`config.mk`:
```
export PLATFORM = sky130hd
export DESIGN_NAME = rk4sa_front
export DESIGN_NICKNAME = d
export VERILOG_FILES = /design/src/rtl/rk4sa_pkg.sv /design/src/rtl/rk4sa_front.sv
export SDC_FILE = /design/constraint.sdc
export NUM_CORES = 1
export LEC_CHECK = 0
export BUFFER_PORTS_ARGS = -buffer_cell sky130_fd_sc_hd__clkbuf_2
export CAP_MARGIN = 20
export CORE_MARGIN = 10
export CORE_UTILIZATION = 22
export DETAILED_ROUTE_END_ITERATION = 10
export PLACE_DENSITY_LB_ADDON = 0.05
export SLEW_MARGIN = 20
export SYNTH_ARGS = -nofsm -noshare
export SYNTH_HDL_FRONTEND = slang
export SYNTH_SLANG_ARGS = --single-unit
```
`constraint.sdc`:
```
create_clock -name vclk -period 0.8
set_input_delay 0.16 -clock vclk [all_inputs]
set_output_delay 0.16 -clock vclk [all_outputs]
set_load 0.02 [all_outputs]
```
`src/rtl/rk4sa_pkg.sv`:
```
// ----------------------------------------------------------------------------
// RK4 stage accumulator - package
// Shared widths, codes and the command type passed from front to back.
// ----------------------------------------------------------------------------
package rk4sa_pkg;

  localparam int DATA_W  = 32;
  localparam int ELEM_W  = 4;
  localparam int STAGE_W = 3;
  localparam int DT_W    = 16;
  localparam int SUM_W   = 35;   // k1 + 2k2 + 2k3 + k4
  localparam int PROD_W  = 52;   // SUM_W x (DT_W + 1)
  localparam int QV_W    = 34;   // rounded magnitude before the divide by 3
  localparam int PP_W    = 51;   // QV_W x 17
  localparam int TERM_W  = 34;   // signed update term

  localparam logic KIND_LOAD  = 1'b0;
  localparam logic KIND_DERIV = 1'b1;

  localparam logic [STAGE_W-1:0] STAGE_ONE   = 3'd1;
  localparam logic [STAGE_W-1:0] STAGE_TWO   = 3'd2;
  localparam logic [STAGE_W-1:0] STAGE_THREE = 3'd3;
  localparam logic [STAGE_W-1:0] STAGE_FOUR  = 3'd4;

  localparam logic [DT_W-1:0] TIMESTEP_RST = 16'd655;

  // ceil(2^35 / 3): exact floor(u/3) as (u * RECIP_THREE) >> 35 for u < 2^34
  localparam logic [QV_W-1:0] RECIP_THREE = 34'h2AAAAAAAB;

  // 3 * 2^32: at or above this the stage four quotient saturates anyway
  localparam logic [QV_W:0] FINAL_CLAMP = 35'h300000000;

  typedef enum logic [2:0] {
    OP_LOAD,
    OP_SLOPE1,
    OP_SLOPE2,
    OP_SLOPE3,
    OP_FINAL
  } op_t;

  typedef struct packed {
    op_t                op;
    logic [ELEM_W-1:0]  element;
    logic [DATA_W-1:0]  operand;
  } cmd_t;

endpackage

```
`src/rtl/rk4sa_front.sv`:
```
// ----------------------------------------------------------------------------
// RK4 stage accumulator - front end
// Accepts input transactions, drops illegal ones, encodes the operation.
// ----------------------------------------------------------------------------
module rk4sa_front #(
  parameter int VECTOR_LENGTH = 16
) (
  input  logic                               rst_n,
  input  logic                               in_valid,
  output logic                               in_stall,
  input  logic                               in_kind,
  input  logic [rk4sa_pkg::ELEM_W-1:0]       in_element,
  input  logic [rk4sa_pkg::STAGE_W-1:0]      in_stage,
  input  logic signed [rk4sa_pkg::DATA_W-1:0] in_operand,
  input  logic                               q_full,
  output logic                               q_push,
  output rk4sa_pkg::cmd_t                    q_cmd
);

  logic            elem_ok;
  logic            stage_ok;
  rk4sa_pkg::op_t  op;

  assign elem_ok = (32'(in_element) < VECTOR_LENGTH);

  always_comb begin
    stage_ok = 1'b1;
    op       = rk4sa_pkg::OP_LOAD;
    if (in_kind == rk4sa_pkg::KIND_DERIV) begin
      case (in_stage)
        rk4sa_pkg::STAGE_ONE:   op = rk4sa_pkg::OP_SLOPE1;
        rk4sa_pkg::STAGE_TWO:   op = rk4sa_pkg::OP_SLOPE2;
        rk4sa_pkg::STAGE_THREE: op = rk4sa_pkg::OP_SLOPE3;
        rk4sa_pkg::STAGE_FOUR:  op = rk4sa_pkg::OP_FINAL;
        default:                stage_ok = 1'b0;
      endcase
    end
  end

  // out-of-range element or stage: taken and silently dropped
  assign in_stall      = q_full || !rst_n;
  assign q_push        = in_valid && !in_stall && elem_ok && stage_ok;
  assign q_cmd.op      = op;
  assign q_cmd.element = in_element;
  assign q_cmd.operand = in_operand;

endmodule

```
==> results of run 1 <==
## worst max-delay path by stage
stage	from	endpoint	slack (ns)	cells after the start
6_report	in_kind	q_push	-0.21	4
2_1_floorplan	q_full	q_push	-0.11	2
4_1_cts	in_stage[0]	q_push	-0.22	4
3_5_place_dp	in_stage[1]	q_push	-0.27	4
5_1_grt	in_stage[1]	q_push	-0.26	4
3_3_place_gp	in_stage[1]	q_push	-0.26	4
## power groups by stage
stage	combinational, mW	clock (mW)	sequential [mW]
2_1_floorplan	0.303	0	0
3_3_place_gp	0.0986	0	0
3_5_place_dp	0.0968	0	0
4_1_cts	0.128	0	0
5_1_grt	0.150	0	0
6_report	0.141	0	0
## critical path, stage by stage
cell	delay, ns
sky130_fd_sc_hd__buf_4	0.12
sky130_fd_sc_hd__nor4b_4	0.13
sky130_fd_sc_hd__nor4bb_4	0.25
sky130_fd_sc_hd__clkbuf_8	0.19
## what timing repair did
action	CTS	global route
setup buffers	0	1
setup endpoints to repair	4	4
gates resized for setup	13	10
pin swaps	3	3
## Yosys cell counts
cell type and instances:
sky130_fd_sc_hd__buf_4 36, sky130_fd_sc_hd__nor3_1 1, sky130_fd_sc_hd__nor4bb_1 1, sky130_fd_sc_hd__and3b_2 2
sky130_fd_sc_hd__nand2b_1 1, sky130_fd_sc_hd__nor4b_1 1, sky130_fd_sc_hd__nand2_1 1, sky130_fd_sc_hd__o211ai_1 1
## per-stage QoR
stage / area (um^2) / std cells / worst slack [ns]
final: 299 / 40 / -0.211
after global routing: 299 / 40 / -0.259
after CTS: 275 / 39 / -0.224
after detailed placement: 204 / 39 / -0.273
after global placement: 204 / 39 / -0.262
after floorplan: 365 / 44 / -0.107
## logic make-up after synthesis
family	share of synthesized area, %
simple gates	16.2
compound gates	2.26
buf+inv	81.5
## layer usage
metal	track usage (%)	part of all wire, %
met1	3.82	28
met5	0	0
met3	4.94	32
met2	6.16	38
met4	2.30	2.8
## placed cells by master, fill, tap and decap left out
| cell | count |
|---|---|
| sky130_fd_sc_hd__buf_6 | 4 |
| sky130_fd_sc_hd__and3b_2 | 2 |
| sky130_fd_sc_hd__clkbuf_8 | 1 |
| sky130_fd_sc_hd__nor4b_4 | 1 |
| sky130_fd_sc_hd__nand2b_4 | 1 |
| sky130_fd_sc_hd__nor4bb_4 | 1 |
| sky130_fd_sc_hd__o211ai_1 | 1 |
| sky130_fd_sc_hd__nor3_2 | 1 |
| sky130_fd_sc_hd__nand2_1 | 1 |
| sky130_fd_sc_hd__buf_4 | 3 |
| sky130_fd_sc_hd__clkbuf_2 | 4 |
| sky130_fd_sc_hd__buf_8 | 5 |
## layout make-up
class / instances / share of cell area (%)
multi-input cells: 8 / 34.7
well taps: 15 / 6.28
repair buffers: 17 / 59.0
==> impl_metrics.json, run 1 <==
{
  "vdd_ir_drop_max_v": 0.0000732,
  "mapped_cell_area_um2": 332,
  "area_of_the_multi_input_gates_um2": 104,
  "portBuffers": 12,
  "ys_types": 8,
  "start_point_of_the_worst_min_delay_path": "in_operand[10]",
  "grt_first_pass_wirelength_um": 1230,
  "power.density_mw_per_mm2": 470,
  "fmax_mhz": 989,
  "synth_top_cells_by_area": "sky130_fd_sc_hd__buf_4 (82%), sky130_fd_sc_hd__and3b_2 (6.0%), sky130_fd_sc_hd__nor4bb_1 (3.0%), sky130_fd_sc_hd__nor4b_1 (2.6%), sky130_fd_sc_hd__o211ai_1 (2.3%)",
  "critPathRequiredTime_ns": 0.64,
  "wirelength_um": 880,
  "die_area_mm2": 0.00346,
  "num-clock-buffers": 0,
  "syn2layout_area_growth_pct": -9.81,
  "internal-power_mw": 0.0897,
  "power.share.switching_pct": 36.3,
  "worst-path-max-fanout": 3,
  "design_power_total_mw": 0.141,
  "slew_headroom_pct": 83.4,
  "violations": "negative setup slack",
  "footprint_of_the_flip_flops_and_latches_um2": 0,
  "remaining_number_of_nets_flagged_by_the_antenna_check_after_routing": 0,
  "setup_crit_end_kind": "output port",
  "period_needed_ns": 1.01,
  "share_seq_of_total_power_pct": 0,
  "synth-seq-area-share_pct": 0,
  "grt_remaining_overflow": 0,
  "post_drt_wl_per_cell_um": 22.0,
  "switchingPower_mw": 0.0510,
  "rows": 13,
  "total_number_of_vias": 174,
  "die_width_um": 58.8,
  "pwr-share-comb_pct": 100.0,
  "timing_max_transition_violations_final": 0,
  "start_util_pct": 24.3,
  "drt_iter0_markers": 0,
  "critical_path_arrival_ns": 0.85,
  "power.static_leakage_nw": 0.141,
  "drt_pre_antenna_iters": 1,
  "worstSetupPathType": "primary input to output port",
  "postSynthAreaPerCell_um2": 7.54,
  "worst_slew_pin_slew_ns": 0.248,
  "drc": 0,
  "nFlopsAndLatches": 0,
  "timing_hold_violations_final": 0,
  "first_global_vias": 172,
  "min_to": "q_cmd[10]",
  "fillers": 155,
  "post-route-worst-setup-slack_ns": -0.211,
  "layout.nets": 70,
  "synth.net_count": 87,
  "setup_tns_ns": -0.614,
  "synthCells": 44,
  "critPathLaunchType": "primary input",
  "avgViaCountPerCell": 4.35,
  "whs_ns": 0.320,
  "worstHoldPathType": "primary input to output port",
  "grt_use_total_pct": 4.41,
  "holdBufCountCts": 0,
  "cell_taking_the_most_area_after_synthesis": "sky130_fd_sc_hd__buf_4",
  "outcome": "complete, but fails checks",
  "grt_setup_unrepaired": "true",
  "yosysWarnings": 0,
  "final_min_period_over_clock_period_pct": 126,
  "pin_count_of_the_biggest_net_entering_global_routing": 4,
  "antenna_found_initial": 0,
  "final_util_pct": 21.9,
  "io_pins": 84,
  "min_delay_path_depth": 0,
  "synth_top_area_share_pct": 81.5,
  "share_clk_of_total_power_pct": 0,
  "floorplan.core_area_mm2": 0.00137,
  "final_layout_size_suffix_gt1_share_pct": 92.0,
  "n_antenna_cell": 0,
  "rd_place_congestion": 0.570,
  "die_height_um": 58.8,
  "finalSetupViolCount": 4,
  "count_of_maximum_capacitance_violations": 0
}
Power figures use the tool's default switching activity.
==> run 2, diff against run 1 <==
--- a/config.mk
+++ b/config.mk
@@ -13,2 +13,3 @@
 export PLACE_DENSITY_LB_ADDON = 0.05
+export RECOVER_POWER = 50
 export SLEW_MARGIN = 20
==> constraint.sdc (replaced) <==
create_clock -name vclk -period 0.8
set_input_delay 0.04 -clock vclk [all_inputs]
set_output_delay 0.04 -clock vclk [all_outputs]
set_load 0.02 [all_outputs]
==> run 2 against run 1 <==
Compared with the run above: the flow now finishes without violations; core utilization is 4.3 points lower; die area did not move; largest cell class unchanged; setup slack better by 0.24 ns; critical path type unchanged; worst hold slack worse by 0.24 ns; total power fell by 21%; highest routed layer unchanged; combinational power down 21%; sequential cell count unchanged; via count grew 4.0%; first-iteration DRC count increased by 1; design area decreased by 20%.
==> impl_metrics.json, run 2 (synthesized netlist as in run 1, its figures left out) <==
{
  "period_needed_ns": 0.771,
  "share_seq_of_total_power_pct": 0,
  "start_util_pct": 24.3,
  "syn2layout_area_growth_pct": -27.5,
  "critPathLaunchType": "primary input",
  "setup_tns_ns": 0,
  "footprint_of_the_flip_flops_and_latches_um2": 0,
  "globalRouteMet2Util_pct": 6.91,
  "power.static_leakage_nw": 0.119,
  "worstHoldPathType": "primary input to output port",
  "io_pins": 84,
  "die_width_um": 58.8,
  "count_of_maximum_capacitance_violations": 0,
  "internal-power_mw": 0.0665,
  "first_global_vias": 164,
  "rows": 13,
  "critical_path_arrival_ns": 0.73,
  "total_number_of_vias": 181,
  "fillers": 168,
  "timing_hold_violations_final": 0,
  "finalSetupViolCount": 0,
  "power.share.switching_pct": 40.5,
  "timing_max_transition_violations_final": 0,
  "die_area_mm2": 0.00346,
  "globalRouteMet3Util_pct": 5.15,
  "power.density_mw_per_mm2": 465,
  "antenna_found_initial": 0,
  "avgViaCountPerCell": 4.76,
  "setup_crit_end_kind": "output port",
  "grt_first_pass_wirelength_um": 1150,
  "critPathRequiredTime_ns": 0.76,
  "final_min_period_over_clock_period_pct": 96.4,
  "post_drt_wl_per_cell_um": 23.7,
  "worst-path-max-fanout": 4,
  "n_antenna_cell": 0,
  "share_clk_of_total_power_pct": 0,
  "grt.busiest_layer": "met2",
  "portBuffers": 12,
  "num-clock-buffers": 0,
  "dp_slack_ns": -0.227,
  "grt_remaining_overflow": 0,
  "remaining_number_of_nets_flagged_by_the_antenna_check_after_routing": 0,
  "worst_slew_pin_slew_ns": 0.260,
  "rd_place_congestion": 0.579,
  "die_height_um": 58.8,
  "met1_usage_pct": 1.79,
  "grt_setup_unrepaired": "true",
  "drt_iter0_markers": 1,
  "drc": 0,
  "final_layout_size_suffix_gt1_share_pct": 87.0,
  "pin_count_of_the_biggest_net_entering_global_routing": 6,
  "post-route-worst-setup-slack_ns": 0.0291,
  "floorplan.core_area_mm2": 0.00137,
  "holdBufCountCts": 0,
  "layout.cells.most_common": "sky130_fd_sc_hd__clkbuf_2",
  "switchingPower_mw": 0.0453,
  "drt_pre_antenna_iters": 2,
  "pwr-share-comb_pct": 100.0,
  "grt_use_total_pct": 4.11,
  "most-common-layout-cells": "sky130_fd_sc_hd__clkbuf_2 (7), sky130_fd_sc_hd__buf_6 (4), sky130_fd_sc_hd__and3b_2 (2), sky130_fd_sc_hd__clkbuf_8 (2), sky130_fd_sc_hd__buf_4 (2)",
  "layout.nets": 68,
  "slew_headroom_pct": 82.6,
  "vdd_ir_drop_max_v": 0.0000446,
  "outcome": "complete, no violations",
  "wirelength_um": 902,
  "fmax_mhz": 1300,
  "nFlopsAndLatches": 0,
  "worstSetupPathType": "primary input to output port"
}
run 2: cell types whose count changed in the layout (fill, tap and decap cells not counted), sizes merged:
cell    change
clkbuf      +4
buf         -6
run 2: metal layers:
layer	part of all wire (%)	wire, um	vias up
met3	32	291	14
met1	15	135	79
li1	-	-	64
met5	0	0	-
met4	4.4	40	0
met2	48	435	24
run 2: path summary, 6_finish.rpt:
| check | from | to | slack, ns | depth (start not counted) |
|---|---|---|---|---|
| setup / recovery | in_kind | q_push | 0.03 | 5 |
| hold / removal | in_operand[10] | q_cmd[10] | 0.08 | 0 |
run 2: cell type report:
type / count / area [um^2] / area share, %
multi-input cells: 8 / 98.8 / 41.1
repair buffers: 15 / 123 / 51.0
well taps: 15 / 18.8 / 7.81
run 2: stage by stage:
step	cells	hold WS [ns]	total power, mW	cell area, um^2	util [%]
after floorplan	44	0.163	0.298	347	-
after global placement	39	0.0801	0.0896	185	13.6
after detailed placement	39	0.0801	0.0880	185	13.6
after CTS	38	0.0801	0.105	221	16.2
after global routing	38	0.0800	0.119	240	17.6
final	38	0.0800	0.112	240	17.6
run 2: power groups by stage:
stage,registers [mW],clock network [mW],logic (mW)
3_5_place_dp,0,0,0.0880
4_1_cts,0,0,0.105
2_1_floorplan,0,0,0.298
3_3_place_gp,0,0,0.0896
6_report,0,0,0.112
5_1_grt,0,0,0.119
run 2: timing repair:
| action | 4_1_cts | 5_1_grt |
|---|---|---|
| setup buffers | 0 | 0 |
| pin swaps | 1 | 1 |
| resized for setup | 7 | 8 |
| setup endpoints to repair | 1 | 1 |
run 2: worst max-delay path: stages:
cell and delay (ns):
sky130_fd_sc_hd__buf_6 0.10, sky130_fd_sc_hd__buf_6 0.11, sky130_fd_sc_hd__o211ai_1 0.08, sky130_fd_sc_hd__nor4bb_4 0.22, sky130_fd_sc_hd__clkbuf_8 0.19
