$ cat src/rtl/rk4sa_pkg.sv
// ----------------------------------------------------------------------------
// RK4 stage accumulator - package
// Shared widths, codes and the command type passed from front to back.
// ----------------------------------------------------------------------------
package rk4sa_pkg;

  localparam int DATA_W  = 32;
  localparam int ELEM_W  = 4;
  localparam int STAGE_W = 3;
  localparam int DT_W    = 16;
  localparam int SUM_W   = 35;   // k1 + 2k2 + 2k3 + k4
  localparam int PROD_W  = 52;   // SUM_W x (DT_W + 1)
  localparam int QV_W    = 34;   // rounded magnitude before the divide by 3
  localparam int PP_W    = 51;   // QV_W x 17
  localparam int TERM_W  = 34;   // signed update term

  localparam logic KIND_LOAD  = 1'b0;
  localparam logic KIND_DERIV = 1'b1;

  localparam logic [STAGE_W-1:0] STAGE_ONE   = 3'd1;
  localparam logic [STAGE_W-1:0] STAGE_TWO   = 3'd2;
  localparam logic [STAGE_W-1:0] STAGE_THREE = 3'd3;
  localparam logic [STAGE_W-1:0] STAGE_FOUR  = 3'd4;

  localparam logic [DT_W-1:0] TIMESTEP_RST = 16'd655;

  // ceil(2^35 / 3): exact floor(u/3) as (u * RECIP_THREE) >> 35 for u < 2^34
  localparam logic [QV_W-1:0] RECIP_THREE = 34'h2AAAAAAAB;

  // 3 * 2^32: at or above this the stage four quotient saturates anyway
  localparam logic [QV_W:0] FINAL_CLAMP = 35'h300000000;

  typedef enum logic [2:0] {
    OP_LOAD,
    OP_SLOPE1,
    OP_SLOPE2,
    OP_SLOPE3,
    OP_FINAL
  } op_t;

  typedef struct packed {
    op_t                op;
    logic [ELEM_W-1:0]  element;
    logic [DATA_W-1:0]  operand;
  } cmd_t;

endpackage

$ cat src/rtl/rk4sa_fifo.sv
// ----------------------------------------------------------------------------
// RK4 stage accumulator - command queue
// Small flop queue that decouples the accepting front from the datapath.
// ----------------------------------------------------------------------------
module rk4sa_fifo #(
  parameter int DEPTH = 4
) (
  input  logic            clk,
  input  logic            rst_n,
  input  logic            push,
  input  rk4sa_pkg::cmd_t push_cmd,
  output logic            full,
  input  logic            pop,
  output rk4sa_pkg::cmd_t pop_cmd,
  output logic            empty
);

  localparam int AW = (DEPTH > 1) ? $clog2(DEPTH) : 1;

  rk4sa_pkg::cmd_t mem_r [DEPTH];
  logic [AW-1:0]   wr_ptr_r, wr_ptr_nxt;
  logic [AW-1:0]   rd_ptr_r, rd_ptr_nxt;
  logic [AW:0]     count_r, count_nxt;

  assign full    = (count_r == (AW+1)'(DEPTH));
  assign empty   = (count_r == '0);
  assign pop_cmd = mem_r[rd_ptr_r];

  always_comb begin
    wr_ptr_nxt = wr_ptr_r;
    rd_ptr_nxt = rd_ptr_r;
    count_nxt  = count_r;
    if (push) begin
      wr_ptr_nxt = (wr_ptr_r == AW'(DEPTH - 1)) ? '0 : wr_ptr_r + 1'b1;
    end
    if (pop) begin
      rd_ptr_nxt = (rd_ptr_r == AW'(DEPTH - 1)) ? '0 : rd_ptr_r + 1'b1;
    end
    if (push && !pop) begin
      count_nxt = count_r + 1'b1;
    end else if (pop && !push) begin
      count_nxt = count_r - 1'b1;
    end
  end

  always_ff @(posedge clk) begin
    if (!rst_n) begin
      wr_ptr_r <= '0;
      rd_ptr_r <= '0;
      count_r  <= '0;
    end else begin
      wr_ptr_r <= wr_ptr_nxt;
      rd_ptr_r <= rd_ptr_nxt;
      count_r  <= count_nxt;
    end
  end

  always_ff @(posedge clk) begin
    if (push) begin
      mem_r[wr_ptr_r] <= push_cmd;
    end
  end

endmodule

$ cat config.mk
export PLATFORM = sky130hd
export DESIGN_NAME = rk4sa_fifo
export DESIGN_NICKNAME = d
export VERILOG_FILES = /design/src/rtl/rk4sa_pkg.sv /design/src/rtl/rk4sa_fifo.sv
export SDC_FILE = /design/constraint.sdc
export NUM_CORES = 1
export LEC_CHECK = 0
export ABC_AREA = 0
export BUFFER_PORTS_ARGS = -buffer_cell sky130_fd_sc_hd__buf_2
export CAP_MARGIN = 20
export CELL_PAD_IN_SITES_DETAIL_PLACEMENT = 0
export CELL_PAD_IN_SITES_GLOBAL_PLACEMENT = 1
export CORE_MARGIN = 10
export CORE_UTILIZATION = 30
export DETAILED_ROUTE_END_ITERATION = 8
export PLACE_DENSITY = 0.62
export SLEW_MARGIN = 25
export SYNTH_ARGS = -nofsm -noshare
export SYNTH_HDL_FRONTEND = slang
export SYNTH_SLANG_ARGS = --single-unit
$ cat constraint.sdc
create_clock -name clk -period 4.5 [get_ports clk]
set_clock_uncertainty 0.15 [all_clocks]
set_input_delay 0.9 -clock clk [delete_from_list [all_inputs] [get_ports clk]]
set_output_delay 0.9 -clock clk [all_outputs]
set_load 0.005 [all_outputs]
==> metrics.yaml, run 1 <==
worst_hold_path:
  hold_end: "count_r[2]"
  hold_path.class: "flip-flop to flip-flop"
  hold_depth: 2
  hp-start: "count_r[2]"
routing:
  drcViolationCount: 0
  routedWlPerCell_um: 19.1
  first_iter_violations: 132
  viasPerCell: 4.43
  firstDrtPassIters: 4
  antenna_left: 0
  via_count: 2763
  routed_wl_um: 11900
floorplanning:
  start_util_pct: 30.8
  die_h_um: 162
  rows: 51
  core_mm2: 0.0197
  die_x_um: 162
  die_area_mm2: 0.0263
  io_pins: 84
timing:
  tns_ns: 0
  max_freq_ghz: 0.314
  tightest_slew_ns: 0.881
  hold_ws_ns: 0.359
  post-route-period-util_pct: 70.9
  setup_viol: 0
  max_slew_margin_pct: 41.3
  finalHoldViolCount: 0
  min_period_ns: 3.19
  drv_slew: 0
  rsz0062_at_grt: "false"
clock_network:
  clk_latency_ns: 0.41
  cts_sinks: 165
  cts_resized: 0
  path_clk_slew_ns: 0.06
  htreeDepth: 4
  cts_buffers: 17
  post_cts_buffers: 0
  cts_tree: "done"
  cts_buffer_depth: 2
  hold_buffers: 0
  cts-root-buf: "clkbuf_16"
power_and_ir_drop:
  peakVddDrop_mv: 0.241
  finalPower_uw: 3290
  p_leak_uw: 0.00245
  power_density_mw_per_mm2: 449
worst_setup_path:
  r2r_cells: 4
  critical_path_class: "flip-flop to output port"
  worst-r2r-setup-slack_ns: 2.42
  r2r_end: "mem_r[2][21]"
  critPathMaxFanout: 39
  start_kind: "flip-flop"
  rr_startpoint: "wr_ptr_r[0]"
  cp.required_ns: 3.45
  worstPathArrival_ns: 2.14
  cp-end-kind: "output port"
yosys:
  synth.cell_area_mm2: 0.00608
  ys_seq_elements: 165
  ys_seq_area_share_pct: 80.1
  ys_types: 22
  syn-num-nets: 297
  synth.avg_cell_area_um2: 24.6
  syn_inst: 247
  ys_warn_count: 0
grt:
  grt_max_degree: 40
  grt_pass1_wl_um: 18600
  grt_pass1_vias: 3130
  grt_remaining_overflow: 0
  antenna_found_initial: 1
  grt_use_total_pct: 9.46
finish:
  drive_gt1_share_pct: 44.0
  fillers: 1797
  fin_nets: 395
  fin_util_pct: 37.1
  area_growth_pct: 20.4
  multi_input_area_mm2: 0.00115
  regArea_mm2: 0.00487
placed_design:
  dpl.hpwl_um: 7320
  port_buffers: 83
  place_congestion: 0.644
run_status:
  status: "complete, no violations"
flow_run:
  drv_cap: 0
==> worst max-delay path: stages (launching register included) <==
cell	delay (ns)
dfxtp_4	0.94
mux4_2	0.63
buf_2	0.15
==> layer usage <==
metal	share of wire [%]	vias up	GRT usage (%)
met4	1.2	0	3.23
met2	48	62	14.6
met1	44	1457	11.8
met5	0	-	0
met3	6.0	11	3.89
li1	-	1233	-
==> worst max-delay path by stage <==
stage / slack, ns / cells after the start / endpoint / start
5_1_grt: 1.11 / 2 / pop_cmd[30] / flip-flop
6_report: 1.31 / 2 / pop_cmd[7] / flip-flop
3_5_place_dp: 1.67 / 2 / pop_cmd[7] / flip-flop
3_3_place_gp: 1.68 / 2 / pop_cmd[7] / flip-flop
4_1_cts: 1.21 / 2 / pop_cmd[7] / flip-flop
2_1_floorplan: 2.10 / 1 / mem_r[0][0] / push
==> stage by stage <==
stage | std cells | area [um2] | setup slack, ns
floorplan | 247 | 6080 | 2.10
global placement | 591 | 6810 | 1.68
detailed placement | 591 | 6810 | 1.67
CTS | 622 | 7310 | 1.21
global route | 622 | 7310 | 1.11
finish | 624 | 7320 | 1.31
==> synth_stat cells (all sizes together) <==
cell      n  area (um2)
ha        6        75.1
clkbuf    2        7.51
xor2      1        8.76
fa        1        20.0
inv       4        15.0
nor2      1        3.75
edfxtp  156        4680
o21a      1        7.51
mux4     39         878
nor3      2        10.0
xnor2     1        8.76
a21boi    1        7.51
and2      5        31.3
nor3b     1        7.51
mux2i     4        40.0
nor2b     5        31.3
buf       6        47.5
o21ai     1        5.00
dfxtp     9         180
or3       1        6.26
==> cell families (layout without fill, tap and decap cells) <==
kind of cell / count (synthesis) / after routing / share of synthesized area [%]
flip-flops: 165 / 165 / 80.1
adder cells (fa/ha/maj): 7 / 7 / 1.57
AO/OA/AOI/OAI: 3 / 3 / 0.330
AND/OR/NAND/NOR: 15 / 15 / 1.48
multiplexers: 43 / 43 / 15.1
XOR/XNOR: 2 / 2 / 0.288
other: 0 / 2 / 0
buffers and inverters: 12 / 122 / 1.15
==> state kept, by name, summed over array words and instances (netlist names), named ones only <==
register,count
rd_ptr_r,2
mem_r,156
wr_ptr_r,2
count_r,3
==> placed cells by master, fill, tap and decap left out, types with 2 or more instances in the layout <==
master	instances
nor2b_1	5
buf_2	83
and2_2	4
nor3_1	2
dfxtp_1	7
clkinv_4	2
inv_1	4
clkbuf_16	17
diode_2	2
ha_1	6
edfxtp_1	156
buf_4	4
clkinvlp_4	3
clkinv_2	3
dfxtp_4	2
mux2i_1	4
clkbuf_1	5
mux4_2	39
==> where the power goes <==
part,switching (uW),internal (uW)
clock network,538,698
registers,48.1,1760
logic,114,131
==> final cells by class <==
| type | count | share of cell area (%) |
|---|---|---|
| flip-flops and latches | 165 | 66.6 |
| repair buffers | 87 | 6.09 |
| inverters | 4 | 0.205 |
| diodes | 2 | 0.0684 |
| multi-input cells | 70 | 15.7 |
| well taps | 265 | 4.53 |
| clock inverters | 9 | 0.804 |
| clock buffers | 22 | 6.07 |
Power figures use the tool's default switching activity.
==> inputs of run 2 (changes only) <==
--- a/config.mk
+++ b/config.mk
@@ -13,7 +13,7 @@
 export CORE_MARGIN = 10
 export CORE_UTILIZATION = 30
 export DETAILED_ROUTE_END_ITERATION = 8
-export PLACE_DENSITY = 0.62
+export PLACE_DENSITY = 0.64
 export SLEW_MARGIN = 25
 export SYNTH_ARGS = -nofsm -noshare
 export SYNTH_HDL_FRONTEND = slang
==> constraint.sdc (replaced) <==
create_clock -name clk -period 2.85 [get_ports clk]
set_clock_uncertainty 0.15 [all_clocks]
set_input_delay 0.57 -clock clk [delete_from_list [all_inputs] [get_ports clk]]
set_output_delay 0.57 -clock clk [all_outputs]
set_load 0.005 [all_outputs]
==> run 2 against run 1 <==
  * Combinational power rose by 83%
  * Highest routed layer unchanged
  * Largest cell class unchanged
  * Register-to-register slack got worse by 1.4 ns
  * Clock power rose by 82%
  * Global-route usage is 0.097 points lower
  * Worst setup slack worse by 0.99 ns
==> metrics.yaml, run 2 (same netlist as run 1, synthesis figures left out) <==
timing:
  rsz0062_at_grt: "false"
  finalHoldViolCount: 0  # unchanged
  max_slew_margin_pct: 66.9  # +26 points
  drv_slew: 0  # unchanged
  hold_ws_ns: 0.223  # -0.137 ns
  tns_ns: 0  # unchanged
  tightest_slew_ns: 0.497  # -0.384 ns
  max_freq_ghz: 0.395
  min_period_ns: 2.53
  setup_viol: 0  # unchanged
  post-route-period-util_pct: 88.8
worst_hold_path:
  hold_path.class: "primary input to flip-flop"
  hp-start: "push_cmd[6]"
  hold_end: "mem_r[2][6]"
  hold_depth: 1  # -1
clock_network:
  cts_resized: 0  # unchanged
  htreeDepth: 4  # unchanged
  cts_buffers: 17  # unchanged
  path_clk_slew_ns: 0.06  # about the same
  cts_buffer_depth: 2  # unchanged
  cts-root-buf: "clkbuf_16"
  cts_sinks: 165  # unchanged
  clk_latency_ns: 0.41  # about the same
  post_cts_buffers: 0  # unchanged
  cts_tree: "done"
  hold_buffers: 0  # unchanged
floorplanning:
  rows: 51  # unchanged
  start_util_pct: 30.8  # unchanged
  core_mm2: 0.0197  # unchanged
  die_h_um: 162  # unchanged
  die_x_um: 162  # unchanged
  die_area_mm2: 0.0263  # unchanged
  io_pins: 84  # unchanged
finish:
  layout_commonest_cell: "edfxtp_1"
  final_cell_mix: "edfxtp_1 (156), buf_2 (83), mux4_2 (39)"
  reg_top3: "mem_r x156, count_r x3"
  regMostFlops: "mem_r"
  fillers: 1793  # -0.22%
  fin_nets: 401  # +1.5%
  largest_reg_flops: 156  # unchanged
  area_growth_pct: 23.1
  drive_gt1_share_pct: 45.6  # +1.6 points
routing:
  firstDrtPassIters: 4  # unchanged
  routedWlPerCell_um: 18.7  # -1.7%
  wl_met3_um: 708  # -1.1%
  wirelength_met1_um: 5030  # -4.8%
  via_count: 2770  # +0.25%
  viasPerCell: 4.40  # -0.70%
  antenna_left: 0  # unchanged
  wl_met2_um: 5960  # +3.3%
  routed_wl_um: 11800  # -0.77%
  drcViolationCount: 0  # unchanged
  first_iter_violations: 140  # +6.1%
  highest_layer: "met4"
worst_setup_path:
  r2r_cells: 4  # unchanged
  r2r_end: "mem_r[2][23]"
  cp.required_ns: 2.13  # -1.32 ns
  worst-r2r-setup-slack_ns: 1.01  # -1.41 ns
  start_kind: "flip-flop"
  critical_path_class: "flip-flop to output port"
  critPathMaxFanout: 14  # -64%
  worstPathArrival_ns: 1.81  # -0.33 ns
  rr_startpoint: "wr_ptr_r[0]"
  cp-end-kind: "output port"
flow_run:
  drv_cap: 0  # unchanged
placed_design:
  port_buffers: 83  # unchanged
  place_congestion: 0.686  # +6.6%
  dpl.hpwl_um: 7720  # +5.6%
power_and_ir_drop:
  p_leak_uw: 0.00253  # +3.6%
  peakVddDrop_mv: 0.392  # +62%
  power_density_mw_per_mm2: 738  # +64%
run_status:
  status: "complete, no violations"
grt:
  antenna_found_initial: 1  # unchanged
  grt_max_degree: 26  # -35%
  grt_use_total_pct: 9.36  # -0.097 points
  grt_pass1_wl_um: 18400  # -0.74%
  grt_pass1_vias: 3185  # +1.8%
  grt_remaining_overflow: 0  # unchanged
-- run 2: worst max-delay path, stage by stage (launching register included) --
cell	delay, ns
dfxtp_4	0.38
buf_4	0.31
mux4_2	0.56
buf_2	0.15
-- run 2: worst max-delay path by stage --
stage               from     endpoint  slack, ns  depth (start not counted)
5_1_grt        flip-flop  pop_cmd[28]       0.21                          3
3_3_place_gp         pop   count_r[2]       0.65                          8
3_5_place_dp         pop   count_r[2]       0.64                          8
4_1_cts        flip-flop  pop_cmd[28]       0.26                          3
6_report       flip-flop  pop_cmd[16]       0.32                          3
2_1_floorplan       push  mem_r[0][0]       0.78                          1
-- run 2: per-layer routing --
layer / global-route usage, % / vias to the layer above
li1: - / 1248
met1: 10.9 / 1457
met2: 15.6 / 55
met3: 3.61 / 10
met4: 2.98 / 0
met5: 0 / -
-- run 2: power breakdown --
part / switching (uW) / total, uW / internal, uW
registers: 34.4 / 2810 / 2770
logic: 226 / 449 / 223
clock network: 886 / 2260 / 1380
-- run 2: layout make-up --
| type | instances | area [um2] | area share, % |
|---|---|---|---|
| Clock inverter | 13 | 156 | 2.09 |
| Sequential cell | 165 | 4870 | 65.1 |
| Antenna cell | 1 | 2.50 | 0.0334 |
| Tap cell | 265 | 332 | 4.43 |
| Inverter | 4 | 15.0 | 0.201 |
| Timing Repair Buffer | 93 | 528 | 7.06 |
| Multi-Input combinational cell | 70 | 1150 | 15.3 |
| Clock buffer | 19 | 433 | 5.79 |
-- run 2: metrics by stage --
step           total power [uW]  cell area [um2]  util (%)  setup slack [ns]  instances
4_1_cts                    5600             7480      37.9             0.256        629
3_3_place_gp               3310             6890      34.9             0.647        597
6_report                   5520             7480      37.9             0.319        630
5_1_grt                    5770             7480      37.9             0.213        629
3_5_place_dp               3330             6890      34.9             0.639        597
2_1_floorplan              3100             6080         -             0.781        247
